--- src/rtl/core/evst_pkg.sv ---
// shared types and constants of the echo-verified serial transmitter
package evst_pkg;

  localparam int unsigned DATA_W  = 8;
  localparam int unsigned TICK_W  = 16;
  localparam logic [TICK_W-1:0] TIMEOUT_RESET = 16'd10;

  // configuration register index
  localparam logic REG_ECHO_TIMEOUT = 1'b0;

  typedef enum logic [1:0] {
    ACT_LOAD    = 2'd0,
    ACT_ECHO    = 2'd1,
    ACT_TICK    = 2'd2,
    ACT_CONSUME = 2'd3
  } action_t;

  typedef enum logic [2:0] {
    ST_OK       = 3'd0,
    ST_BUSY     = 3'd1,
    ST_FAULT    = 3'd2,
    ST_TOO_LONG = 3'd3,
    ST_STORED   = 3'd4
  } status_t;

endpackage

--- src/rtl/core/evst_ram.sv ---
// generic single-write, single-read ram with registered read data
module evst_ram #(
  parameter int unsigned WIDTH = 8,
  parameter int unsigned DEPTH = 64,
  parameter int unsigned AW    = (DEPTH > 1) ? $clog2(DEPTH) : 1
) (
  input  logic             clk,
  input  logic             we,
  input  logic [AW-1:0]    waddr,
  input  logic [WIDTH-1:0] wdata,
  input  logic [AW-1:0]    raddr,
  output logic [WIDTH-1:0] rdata
);

  logic [WIDTH-1:0] mem [DEPTH];

  // write port
  always_ff @(posedge clk) begin
    if (we) begin
      mem[waddr] <= wdata;
    end
  end

  // registered read port
  always_ff @(posedge clk) begin
    rdata <= mem[raddr];
  end

endmodule

--- src/rtl/core/evst_cfg.sv ---
// apb register file holding the echo timeout
module evst_cfg (
  input  logic                        clk,
  input  logic                        rst_n,
  input  logic                        psel,
  input  logic                        penable,
  input  logic                        pwrite,
  input  logic [2:0]                  paddr,
  input  logic [31:0]                 pwdata,
  output logic [31:0]                 prdata,
  output logic                        pready,
  output logic [evst_pkg::TICK_W-1:0] echo_timeout
);

  logic [evst_pkg::TICK_W-1:0] timeout_r;
  logic [evst_pkg::TICK_W-1:0] timeout_nxt;
  logic                        sel_timeout;

  assign pready      = 1'b1;
  assign sel_timeout = (paddr[2] == evst_pkg::REG_ECHO_TIMEOUT);

  // write beat on the access phase
  always_comb begin
    timeout_nxt = timeout_r;
    if (psel && penable && pwrite && pready && sel_timeout) begin
      timeout_nxt = pwdata[evst_pkg::TICK_W-1:0];
    end
  end

  always_ff @(posedge clk) begin
    if (!rst_n) begin
      timeout_r <= evst_pkg::TIMEOUT_RESET;
    end else begin
      timeout_r <= timeout_nxt;
    end
  end

  // read back
  assign prdata = sel_timeout ? {{(32-evst_pkg::TICK_W){1'b0}}, timeout_r} : 32'd0;
  assign echo_timeout = timeout_r;

endmodule

--- src/rtl/core/evst_core.sv ---
// input register, frame state update and result register
module evst_core #(
  parameter int unsigned MAX_FRAME_BYTES = 64
) (
  input  logic                        clk,
  input  logic                        rst_n,
  input  logic                        in_take,
  input  logic [1:0]                  in_action,
  input  logic [7:0]                  in_data_byte,
  input  logic                        in_last_byte,
  input  logic [evst_pkg::TICK_W-1:0] echo_timeout,
  output logic                        out_valid,
  output logic [2:0]                  out_status,
  output logic                        out_tx_valid,
  output logic [7:0]                  out_tx_byte,
  output logic                        out_busy_flag,
  output logic                        out_fault_flag,
  output logic                        out_drop_seen
);

  localparam int unsigned AW = (MAX_FRAME_BYTES > 1) ? $clog2(MAX_FRAME_BYTES) : 1;
  localparam int unsigned CW = $clog2(MAX_FRAME_BYTES + 1);
  localparam logic [CW-1:0] MAX_CNT = CW'(MAX_FRAME_BYTES);

  // input register
  logic       v_r;
  logic [1:0] act_r;
  logic [7:0] data_r;
  logic       last_r;

  // frame state
  logic [CW-1:0]               load_count_r, load_count_nxt;
  logic                        load_ovf_r, load_ovf_nxt;
  logic [CW-1:0]               frame_size_r, frame_size_nxt;
  logic [CW-1:0]               send_pos_r, send_pos_nxt;
  logic [7:0]                  expected_r, expected_nxt;
  logic                        awaiting_r, awaiting_nxt;
  logic                        sending_r, sending_nxt;
  logic                        faulted_r, faulted_nxt;
  logic                        drop_r, drop_nxt;
  logic [evst_pkg::TICK_W-1:0] ticks_r, ticks_nxt;
  logic [7:0]                  first_byte_r, first_byte_nxt;

  // store access and read bypass
  logic          mem_we;
  logic [AW-1:0] mem_waddr;
  logic [AW-1:0] mem_raddr;
  logic [7:0]    mem_q;
  logic          byp_hit_r;
  logic [7:0]    byp_data_r;
  logic [7:0]    next_byte;
  logic [CW:0]   pos_inc;
  logic [CW:0]   rd_pos;

  // result
  logic [2:0] status_c;
  logic       txv_c;
  logic [7:0] txb_c;
  logic       seen_c;
  logic [CW:0] cnt_inc;
  logic        ovf_c;

  logic       out_valid_r;
  logic [2:0] status_r;
  logic       txv_r;
  logic [7:0] txb_r;
  logic       busy_r;
  logic       fault_r;
  logic       seen_r;

  // input register
  always_ff @(posedge clk) begin
    if (!rst_n) begin
      v_r <= 1'b0;
    end else begin
      v_r <= in_take;
    end
  end

  always_ff @(posedge clk) begin
    if (in_take) begin
      act_r  <= in_action;
      data_r <= in_data_byte;
      last_r <= in_last_byte;
    end
  end

  // prefetched byte at send position plus one
  assign next_byte = byp_hit_r ? byp_data_r : mem_q;
  assign pos_inc   = {1'b0, send_pos_r} + {{CW{1'b0}}, 1'b1};
  assign cnt_inc   = {1'b0, load_count_r} + {{CW{1'b0}}, 1'b1};

  // per-beat state update
  always_comb begin
    load_count_nxt = load_count_r;
    load_ovf_nxt   = load_ovf_r;
    frame_size_nxt = frame_size_r;
    send_pos_nxt   = send_pos_r;
    expected_nxt   = expected_r;
    awaiting_nxt   = awaiting_r;
    sending_nxt    = sending_r;
    faulted_nxt    = faulted_r;
    drop_nxt       = drop_r;
    ticks_nxt      = ticks_r;
    first_byte_nxt = first_byte_r;
    mem_we         = 1'b0;
    mem_waddr      = load_count_r[AW-1:0];
    status_c       = evst_pkg::ST_OK;
    txv_c          = 1'b0;
    txb_c          = 8'd0;
    seen_c         = 1'b0;
    ovf_c          = load_ovf_r;

    if (v_r) begin
      unique case (evst_pkg::action_t'(act_r))
        evst_pkg::ACT_LOAD: begin
          if (faulted_r) begin
            status_c       = evst_pkg::ST_FAULT;
            load_count_nxt = '0;
            load_ovf_nxt   = 1'b0;
          end else if (sending_r) begin
            status_c       = evst_pkg::ST_BUSY;
            load_count_nxt = '0;
            load_ovf_nxt   = 1'b0;
          end else begin
            if (load_count_r < MAX_CNT) begin
              mem_we         = 1'b1;
              load_count_nxt = cnt_inc[CW-1:0];
              if (load_count_r == '0) begin
                first_byte_nxt = data_r;
              end
            end else begin
              ovf_c        = 1'b1;
              load_ovf_nxt = 1'b1;
            end
            if (!last_r) begin
              status_c = evst_pkg::ST_STORED;
            end else if (ovf_c) begin
              status_c       = evst_pkg::ST_TOO_LONG;
              load_count_nxt = '0;
              load_ovf_nxt   = 1'b0;
            end else begin
              // frame complete: first byte goes out now
              frame_size_nxt = load_count_nxt;
              send_pos_nxt   = '0;
              sending_nxt    = 1'b1;
              load_count_nxt = '0;
              load_ovf_nxt   = 1'b0;
              txv_c          = 1'b1;
              txb_c          = (load_count_r == '0) ? data_r : first_byte_r;
              expected_nxt   = txb_c;
              awaiting_nxt   = 1'b1;
              ticks_nxt      = echo_timeout;
            end
          end
        end
        evst_pkg::ACT_ECHO: begin
          if (awaiting_r) begin
            awaiting_nxt = 1'b0;
            if (!faulted_r) begin
              if (data_r != expected_r) begin
                drop_nxt       = 1'b1;
                sending_nxt    = 1'b0;
                frame_size_nxt = '0;
                send_pos_nxt   = '0;
              end else if (pos_inc < {1'b0, frame_size_r}) begin
                send_pos_nxt = pos_inc[CW-1:0];
                txv_c        = 1'b1;
                txb_c        = next_byte;
                expected_nxt = next_byte;
                awaiting_nxt = 1'b1;
                ticks_nxt    = echo_timeout;
              end else begin
                sending_nxt    = 1'b0;
                frame_size_nxt = '0;
                send_pos_nxt   = '0;
              end
            end
          end
        end
        evst_pkg::ACT_TICK: begin
          if (!faulted_r && awaiting_r) begin
            if (ticks_r <= 16'd1) begin
              ticks_nxt      = '0;
              faulted_nxt    = 1'b1;
              sending_nxt    = 1'b0;
              frame_size_nxt = '0;
              send_pos_nxt   = '0;
              awaiting_nxt   = 1'b0;
            end else begin
              ticks_nxt = ticks_r - 16'd1;
            end
          end
        end
        evst_pkg::ACT_CONSUME: begin
          seen_c   = drop_r;
          drop_nxt = 1'b0;
        end
        default: begin
        end
      endcase
    end
  end

  // state registers
  always_ff @(posedge clk) begin
    if (!rst_n) begin
      load_count_r <= '0;
      load_ovf_r   <= 1'b0;
      frame_size_r <= '0;
      send_pos_r   <= '0;
      expected_r   <= '0;
      awaiting_r   <= 1'b0;
      sending_r    <= 1'b0;
      faulted_r    <= 1'b0;
      drop_r       <= 1'b0;
      ticks_r      <= '0;
    end else begin
      load_count_r <= load_count_nxt;
      load_ovf_r   <= load_ovf_nxt;
      frame_size_r <= frame_size_nxt;
      send_pos_r   <= send_pos_nxt;
      expected_r   <= expected_nxt;
      awaiting_r   <= awaiting_nxt;
      sending_r    <= sending_nxt;
      faulted_r    <= faulted_nxt;
      drop_r       <= drop_nxt;
      ticks_r      <= ticks_nxt;
    end
  end

  always_ff @(posedge clk) begin
    first_byte_r <= first_byte_nxt;
  end

  // frame store, read one position ahead of the sender
  assign rd_pos    = {1'b0, send_pos_nxt} + {{CW{1'b0}}, 1'b1};
  assign mem_raddr = rd_pos[AW-1:0];

  evst_ram #(
    .WIDTH (evst_pkg::DATA_W),
    .DEPTH (MAX_FRAME_BYTES),
    .AW    (AW)
  ) u_store (
    .clk   (clk),
    .we    (mem_we),
    .waddr (mem_waddr),
    .wdata (data_r),
    .raddr (mem_raddr),
    .rdata (mem_q)
  );

  // same-address write bypass
  always_ff @(posedge clk) begin
    if (!rst_n) begin
      byp_hit_r <= 1'b0;
    end else begin
      byp_hit_r <= mem_we && (mem_waddr == mem_raddr);
    end
  end

  always_ff @(posedge clk) begin
    byp_data_r <= data_r;
  end

  // result register
  always_ff @(posedge clk) begin
    if (!rst_n) begin
      out_valid_r <= 1'b0;
    end else begin
      out_valid_r <= v_r;
    end
  end

  always_ff @(posedge clk) begin
    if (v_r) begin
      status_r <= status_c;
      txv_r    <= txv_c;
      txb_r    <= txb_c;
      busy_r   <= sending_nxt;
      fault_r  <= faulted_nxt;
      seen_r   <= seen_c;
    end
  end

  assign out_valid      = out_valid_r;
  assign out_status     = status_r;
  assign out_tx_valid   = txv_r;
  assign out_tx_byte    = txb_r;
  assign out_busy_flag  = busy_r;
  assign out_fault_flag = fault_r;
  assign out_drop_seen  = seen_r;

endmodule

--- src/rtl/core/echo_verified_serial_transmitter_unit.sv ---
// top level of the echo-verified serial transmitter
//
// Usage: each command beat (load byte, echo byte, tick, consume drop event)
// is presented on in_action, in_data_byte and in_last_byte with start high.
// busy stays low, so a beat is taken at every edge where start is high and
// one beat per cycle is sustained.
// Every beat yields exactly one result, shown on the out_ ports for one cycle
// with out_valid high, after the beat has passed the input register and then
// the state update feeding the result register.
// The frame store is a 64-entry ram read one position ahead of the sender,
// so the result of a matching echo already carries the next byte.
// The echo timeout register sits at byte address 0 of the apb port; write it
// only while no beat is in flight. pready is always high.
// Reset (synchronous, rst_n low) clears all frame state, the fault and the
// drop event and sets the timeout to 10 ticks; the store contents are kept.
// The receiver cannot stall: each result is taken in the cycle it appears.
module echo_verified_serial_transmitter_unit #(
  parameter int unsigned MAX_FRAME_BYTES = 64
) (
  input  logic        clk,
  input  logic        rst_n,
  input  logic        start,
  output logic        busy,
  input  logic [1:0]  in_action,
  input  logic [7:0]  in_data_byte,
  input  logic        in_last_byte,
  output logic        out_valid,
  output logic [2:0]  out_status,
  output logic        out_tx_valid,
  output logic [7:0]  out_tx_byte,
  output logic        out_busy_flag,
  output logic        out_fault_flag,
  output logic        out_drop_seen,
  input  logic        psel,
  input  logic        penable,
  input  logic        pwrite,
  input  logic [2:0]  paddr,
  input  logic [31:0] pwdata,
  output logic [31:0] prdata,
  output logic        pready
);

  logic [evst_pkg::TICK_W-1:0] echo_timeout;
  logic                        take;

  // every beat is taken
  assign busy = 1'b0;
  assign take = start && !busy;

  // configuration registers
  evst_cfg u_cfg (
    .clk          (clk),
    .rst_n        (rst_n),
    .psel         (psel),
    .penable      (penable),
    .pwrite       (pwrite),
    .paddr        (paddr),
    .pwdata       (pwdata),
    .prdata       (prdata),
    .pready       (pready),
    .echo_timeout (echo_timeout)
  );

  // frame engine
  evst_core #(
    .MAX_FRAME_BYTES (MAX_FRAME_BYTES)
  ) u_core (
    .clk            (clk),
    .rst_n          (rst_n),
    .in_take        (take),
    .in_action      (in_action),
    .in_data_byte   (in_data_byte),
    .in_last_byte   (in_last_byte),
    .echo_timeout   (echo_timeout),
    .out_valid      (out_valid),
    .out_status     (out_status),
    .out_tx_valid   (out_tx_valid),
    .out_tx_byte    (out_tx_byte),
    .out_busy_flag  (out_busy_flag),
    .out_fault_flag (out_fault_flag),
    .out_drop_seen  (out_drop_seen)
  );

  // every taken beat is followed by its result strobe
  a_latency: assert property (@(posedge clk) disable iff (!rst_n)
    take |-> ##2 out_valid)
    else $error("result strobe missing two cycles after a beat");

  // a transmitted byte always belongs to a frame in progress
  a_tx_sending: assert property (@(posedge clk) disable iff (!rst_n)
    out_valid && out_tx_valid |-> out_busy_flag)
    else $error("byte transmitted with no frame in progress");

  // a fault abandons the frame
  a_fault_idle: assert property (@(posedge clk) disable iff (!rst_n)
    out_valid && out_fault_flag |-> !out_busy_flag && !out_tx_valid)
    else $error("frame still active while faulted");

endmodule

--- config.mk ---
export PLATFORM = sky130hd
export DESIGN_NAME = echo_verified_serial_transmitter_unit
export DESIGN_NICKNAME = d
export VERILOG_FILES = /design/src/rtl/core/evst_pkg.sv /design/src/rtl/core/evst_ram.sv /design/src/rtl/core/evst_cfg.sv /design/src/rtl/core/evst_core.sv /design/src/rtl/core/echo_verified_serial_transmitter_unit.sv
export SDC_FILE = /design/constraint.sdc
export NUM_CORES = 1
export LEC_CHECK = 0
export BUFFER_PORTS_ARGS = -buffer_cell sky130_fd_sc_hd__buf_2
export CAP_MARGIN = 40
export CORE_MARGIN = 2
export CORE_UTILIZATION = 25
export DETAILED_ROUTE_END_ITERATION = 8
export PLACE_DENSITY = 0.5
export SYNTH_ARGS = -nofsm -noshare
export SYNTH_HDL_FRONTEND = slang
export SYNTH_SLANG_ARGS = --single-unit
--- constraint.sdc ---
create_clock -name clk -period 6.8 [get_ports clk]
set_input_delay 1.36 -clock clk [delete_from_list [all_inputs] [get_ports clk]]
set_output_delay 1.36 -clock clk [all_outputs]
set_load 0.03 [all_outputs]
Word level (Yosys, flattened, before mapping) --
Memory sizes are Yosys's and may differ from the RTL's. A register that Yosys moved wholly into a read port is not among the register bits. Cells that the tools add are included.
Word-level totals: register bits after elaboration 111, memory bits (writable) 512, bits of input ports 52, output and inout port bits 50, word-level logic and storage cells 188, memories 1
Cells by class: add/subtract/negate cells 4, magnitude comparators 3, equal/unequal tests 17, multiplexer cells 112, bitwise gates (word level) 4, reductions and logical operators 20
Memory list:
- u_core.u_store.mem | depth 64, width 8, read ports 1, clocked after memory_dff 1, write ports 1, RTL line evst_ram.sv:15 | logic [WIDTH-1:0] mem [DEPTH];
Operators with widths (number):
- $mux 16 | 11
- $mux 7 | 25
- $mux 8 | 18
- $pmux 16 s3 | 1
- $mux 1 | 45
- $pmux 7 s3 | 2
- $pmux 8 s2 | 2
- $reduce_and 11->1 | 2
- $le 16x1->1 const B | 1
- $sub 16x1->16 const B | 1
- $ne 2x1->1 const B | 6
- $ne 2x2->1 const B | 5
- $reduce_and 10->1 | 1
- $reduce_and 5->1 | 2
- $add 7x1->8 const B | 1
- $lt 8x7->1 | 1
- $ne 8x8->1 | 1
- $reduce_and 8->1 | 1
- $add 7x1->7 const B | 1
- $logic_not 7->1 | 1
- $lt 7x7->1 const B | 1
- $add 6x1->6 const B | 1
- $eq 6x6->1 | 1
- $mux 2 | 3
- 15 further kinds | 26

Logic depth before layout (Yosys ltp) --
depth after elaboration 15, depth in mapped cells 22, mapped depth without buffers 16

Modules after synthesis --
Synthesis repeated with hierarchy kept, for this count alone.
Second synthesis, totals: cells, all modules 1632, area, all modules 26356.5 µm²
Modules (own cells, without submodules):
- evst_ram | instances 1, cells each 972, area each 20190.6 µm², sequential area each 15534.9 µm²
- evst_core | instances 1, cells each 552, area each 5237.5 µm², sequential area each 2242.2 µm²
- evst_cfg | instances 1, cells each 106, area each 917.1 µm², sequential area each 320.3 µm²
- echo_verified_serial_transmitter_unit | instances 1, cells each 2, area each 11.3 µm², sequential area each 0.0 µm²

Least setup slack after synthesis --
OpenSTA, ideal clock, no wires.
path kind register to register, from reg u_core.send_pos_r[0], to reg u_core.u_store.rdata[0] (read register of u_core.u_store.mem), setup time 0.116 ns, arrival time 5.561 ns, slack 1.123 ns, cell stages (with the launch flop) 22, period minus slack after synthesis 5.677 ns, path through dfxtp_1 ha_1 and3_1 nand3_1 xnor2_1 ha_1 a21o_1 nor4b_4 nand3_2 a21boi_1 buf_2 buf_2 buf_2 ha_1 clkbuf_1 buf_2 buf_1 clkbuf_1 mux4_2 a22oi_1 o211ai_1 and4_1
Between the ends: word-level cells in the longest chain between the ends 9
RTL lines:
- start: declaration | RTL line evst_core.sv:35 | logic [CW-1:0] send_pos_r, send_pos_nxt;
- start signal: assignment | RTL line evst_core.sv:222 | send_pos_r <= send_pos_nxt;
- $add 7x1->8 | RTL line evst_core.sv:90 | assign pos_inc = {1'b0, send_pos_r} + {{CW{1'b0}}, 1'b1};
- $lt 8x7->1 | RTL line evst_core.sv:166 | end else if (pos_inc < {1'b0, frame_size_r}) begin
- $mux 7 | RTL line evst_core.sv:166
- $mux 7 | RTL line evst_core.sv:161 | if (data_r != expected_r) begin
- $mux 7 | RTL line evst_core.sv:160 | if (!faulted_r) begin
- $mux 7 | RTL line evst_core.sv:158 | if (awaiting_r) begin
- $pmux 7 s3 | RTL line evst_core.sv:115 | unique case (evst_pkg::action_t'(act_r))
- $mux 7 * | RTL line evst_core.sv:114 | if (v_r) begin
- via u_core.send_pos_nxt[0] | RTL line evst_core.sv:35
- $add 6x1->6 * | RTL line evst_core.sv:237 | assign rd_pos = {1'b0, send_pos_nxt} + {{CW{1'b0}}, 1'b1};
- end: declaration | RTL line evst_ram.sv:12 | output logic [WIDTH-1:0] rdata
The timed path passes the listed nets; every way through them passes the cells marked *. A chain may end at the register's enable or synchronous reset.

Worst setup path after layout --
from reg u_core.send_pos_r[0], to reg u_core.u_store.rdata[6] (read register of u_core.u_store.mem)
Between the ends: word-level cells in the longest chain between the ends 9
RTL lines (RTL line):
- $add 7x1->8 * | evst_core.sv:90
- $lt 8x7->1 | evst_core.sv:166
- $mux 7 * | evst_core.sv:166
- $mux 7 * | evst_core.sv:161
- $mux 7 * | evst_core.sv:160
- $mux 7 * | evst_core.sv:158
- $pmux 7 s3 * | evst_core.sv:115
- $mux 7 * | evst_core.sv:114
- via u_core.send_pos_nxt[1] | evst_core.sv:35
- $add 6x1->6 * | evst_core.sv:237
Marks and branches as above.

==> summary.txt <==
Timing
  • Final setup vio count: 0
  • FMAX: roughly 180 MHz
  • RSZ-0062 raised after global routing: no
  • Clk_skew: around 0.034 ns
  • Worst Tran Pin Value: about 0.93 ns
  • Slew margin rel.: 0.381
  • Final hold violations: 0
  • Period utilization: 0.816
  • Min cycle time layout: 5.55 ns
  • Sum Neg Setup Slack: 0 ns
  • Final setup margin: 1.25 ns
  • Max-slew violations: 0

Clock tree
  • Buffer count from post-CTS setup fixing: 0
  • Clock Latency Late Sink: 0.62 ns
  • Clock sinks: between 600 and 700
  • TritonCTS clock tree: yes
  • CTS Hold Bufs: 0
  • Resized cells post-CTS: 0
  • H-Tree Depth: 3
  • Clock root buffer: clkbuf_16
  • CTS buffer count: 66
  • Clk pin slew, worst setup/hold paths: ~0.06 ns
  • Clock buffer depth: 3

Drt
  • 1st-iter DRT viols: roughly 1100
  • Vias/cell: around 4.6
  • DR vias: 14348
  • First-pass detailed-route iteration total: 5
  • Final Routed Wirelength: 64200 um
  • Post-route ant nets: 0
  • WL/cell: ~20 um
  • DRC: 0

Synthesis
  • Most common cell in the netlist: edfxtp_1
  • Ranking of synthesized cells by area: edfxtp_1 63%, mux4_2 11%, dfxtp_1 6.5%
  • Post-synth EDFFs: roughly 550
  • Post-Synth Adder-Cell Area: 0.00818
  • Complex-gate fraction of the synthesized area: 0.0429
  • Top cell type's share of synthesized area: 0.630
  • Yosys reg bits: between 600 and 700
  • Mux contribution to synthesized area: 0.127
  • Avg Inst Size Synth: roughly 16 um^2
  • Synth Instances: around 1600
  • XOR/XNOR Fraction of Synth Area: 0.0118
  • Main flop type after synthesis: edfxtp_1
  • Yosys cell types: just over 80
  • Synthesis Warnings: 0
  • Post-synthesis simple-gate area fraction: 0.0883
  • Cell taking the most area after synthesis: edfxtp_1
  • Async set-or-reset flop fraction in the synthesized netlist: 0
  • Largest family of logic cells by synthesized area: multiplexers
  • Syn Std Cell Area: between 20000 and 30000 um^2
  • Sequential share of the synthesized area: 0.696
  • Top cells by count, synth: 546 x edfxtp_1, 169 x nor2_1, 128 x mux4_2

Hold path
  • Worst hold path class: reg -> reg
  • Hold path start: u_core.frame_size_r[4]

Layout
  • Reg area: 18100 um^2
  • Multi-input gate area: approximately 7400 um^2
  • Filler cells: roughly 10000
  • Area Overhead vs Synth: 15.8%
  • Final nets: between 1500 and 2000
  • Layout cells sized above 1: 0.199
  • Utilization after layout: 0.291

Setup path
  • Critical Path End: u_core.u_store.rdata[6]
  • Critical Path Fanout Max: 24
  • Critical path class: reg -> reg
  • RR Endpoint: u_core.u_store.rdata[6]
  • R2R Setup Slk: around 1.3 ns
  • Worst setup SP type: flop
  • Worst path required time: around 7.3 ns
  • Worst Setup End Kind: flop
  • Worst path arrival time: ~6.0 ns
  • Crit. Startpoint: u_core.send_pos_r[0]
  • Reg-to-reg startpoint: u_core.send_pos_r[0]
  • Cells on worst reg2reg path: 16

Floorplanning
  • Rows: 118
  • Core area: slightly above 100000 um^2
  • Die Area: approximately 110000 um^2
  • Io pins: around 100
  • Chip height: between 300 and 400 um
  • Die W: around 330 um
  • Starting Density: 0.252

Global routing
  • Vias in the first global route: 14569
  • Pin count of the biggest net entering global routing: roughly 130
  • GRT overflow: 0
  • Gr usage total: 0.118
  • Initial antenna violation count: 2
  • First-pass GRT wire length: between 90000 and 100000 um

Pwr
  • Seq pwr share: 0.532
  • Internal: between 6 and 7 mW
  • Part of the power in the clock network: 0.435
  • Sw Ratio: 0.217
  • Tot Pwr: between 8 and 9 mW
  • Peak supply drop: between 0.00015 and 0.0002 V
  • Leakage: 9.40 nW
  • NetSw: around 1.7 mW
  • Power per cell area: around 270 nW/um^2
  • Combinational fraction of design power: 0.033

Placement
  • Place WS: between 1 and 1.5 ns
  • Global placer's final weighted congestion: roughly 0.83
  • Port bufs: 65
  • Dpl hpwl: between 30000 and 40000 um

Run
  • Max_cap viols: 0

Status
  • Status: finished, final reports clean
## routing by layer
layer,up-vias,wire length [um],track usage
met2,407,30300,0.189
met3,89,3680,0.0267
met1,7427,28800,0.161
li1,6425,-,-
met5,-,0,0
met4,0,1370,0.0309
## worst max-delay path, cell delays in order, from the launching register on
cell	delay, ns
dfxtp_1	0.46
ha_1	0.28
and3_1	0.26
nand3_1	0.11
xnor2_1	0.23
ha_1	0.29
a21o_1	0.20
nor4b_4	0.49
nand3_2	0.21
o21ai_0	0.42
ha_4	0.30
inv_1	0.22
xnor2_4	0.45
buf_4	0.47
mux2i_1	0.18
o211ai_1	0.34
nor4bb_1	0.44
## layout by cell type (no fill, tap or decap), types with 26 or more instances in the layout
master and instances:
a21oi_1 45, buf_2 65, buf_4 33, clkbuf_16 67, dfxtp_1 85, edfxtp_1 546, inv_1 31, mux2i_1 41
mux4_2 128, nand2_1 111, nor2_1 169, nor3_1 29, o21ai_0 31, or3_1 26
## sequential cells by signal, indices dropped and copies added, names as in the netlist, 2 cells and up
| signal | cells |
|---|---|
| u_core.data_r | 8 |
| u_cfg.echo_timeout | 16 |
| u_core.u_store.rdata | 8 |
| u_core.out_status | 3 |
| u_core.byp_data_r | 8 |
| u_core.out_tx_byte | 8 |
| u_core.ticks_r | 16 |
| u_core.send_pos_r | 7 |
| u_core.expected_r | 8 |
| u_core.load_count_r | 7 |
| u_core.u_store.mem | 512 |
| u_core.act_r | 2 |
| u_core.frame_size_r | 7 |
| u_core.first_byte_r | 8 |
## layout make-up
type / instances / area share
inverter: 33 / 0.00411
multi-input combinational: 870 / 0.244
timing repair buffer: 107 / 0.0248
antenna: 1 / 0.0000831
tap: 1380 / 0.0573
clock inverter: 30 / 0.0105
clock buffer: 83 / 0.0583
sequential: 631 / 0.601
## how the worst min path moves through the flow
stage | depth (start not counted) | slack [ns] | endpoint
after floorplan | 2 | 0.42 | u_core.frame_size_r[0]
after global placement | 2 | 0.44 | u_core.frame_size_r[1]
after detailed placement | 2 | 0.45 | u_core.frame_size_r[4]
after CTS | 2 | 0.47 | u_core.frame_size_r[1]
after global routing | 2 | 0.48 | u_core.frame_size_r[1]
final | 2 | 0.46 | u_core.frame_size_r[4]
## power groups by stage
stage	logic, mW	clock network [mW]	registers, mW
after floorplan	0.127	0	4.39
after global placement	0.257	0	4.35
after detailed placement	0.270	0	4.35
after CTS	0.270	3.58	4.27
after global routing	0.292	3.72	4.27
final	0.266	3.49	4.27
## cell families (layout without fill, tap and decap cells)
logic type / Yosys count / after routing
AO/OA/AOI/OAI: 165 / 165
XOR/XNOR: 30 / 30
adder cells (fa/ha/maj): 17 / 17
buffers and inverters: 135 / 253
flip-flops: 631 / 631
multiplexers: 170 / 170
other: 2 / 19
AND/OR/NAND/NOR: 470 / 470
## stage by stage
step	cells	hold slack [ns]	instance area, um^2
final	3135	0.463	30100
after floorplan	1636	0.418	26100
after global routing	3134	0.482	30100
after detailed placement	3021	0.451	28000
after CTS	3134	0.465	30100
after global placement	3007	0.442	27900
Note: power is estimated with default switching activity, not from simulation.
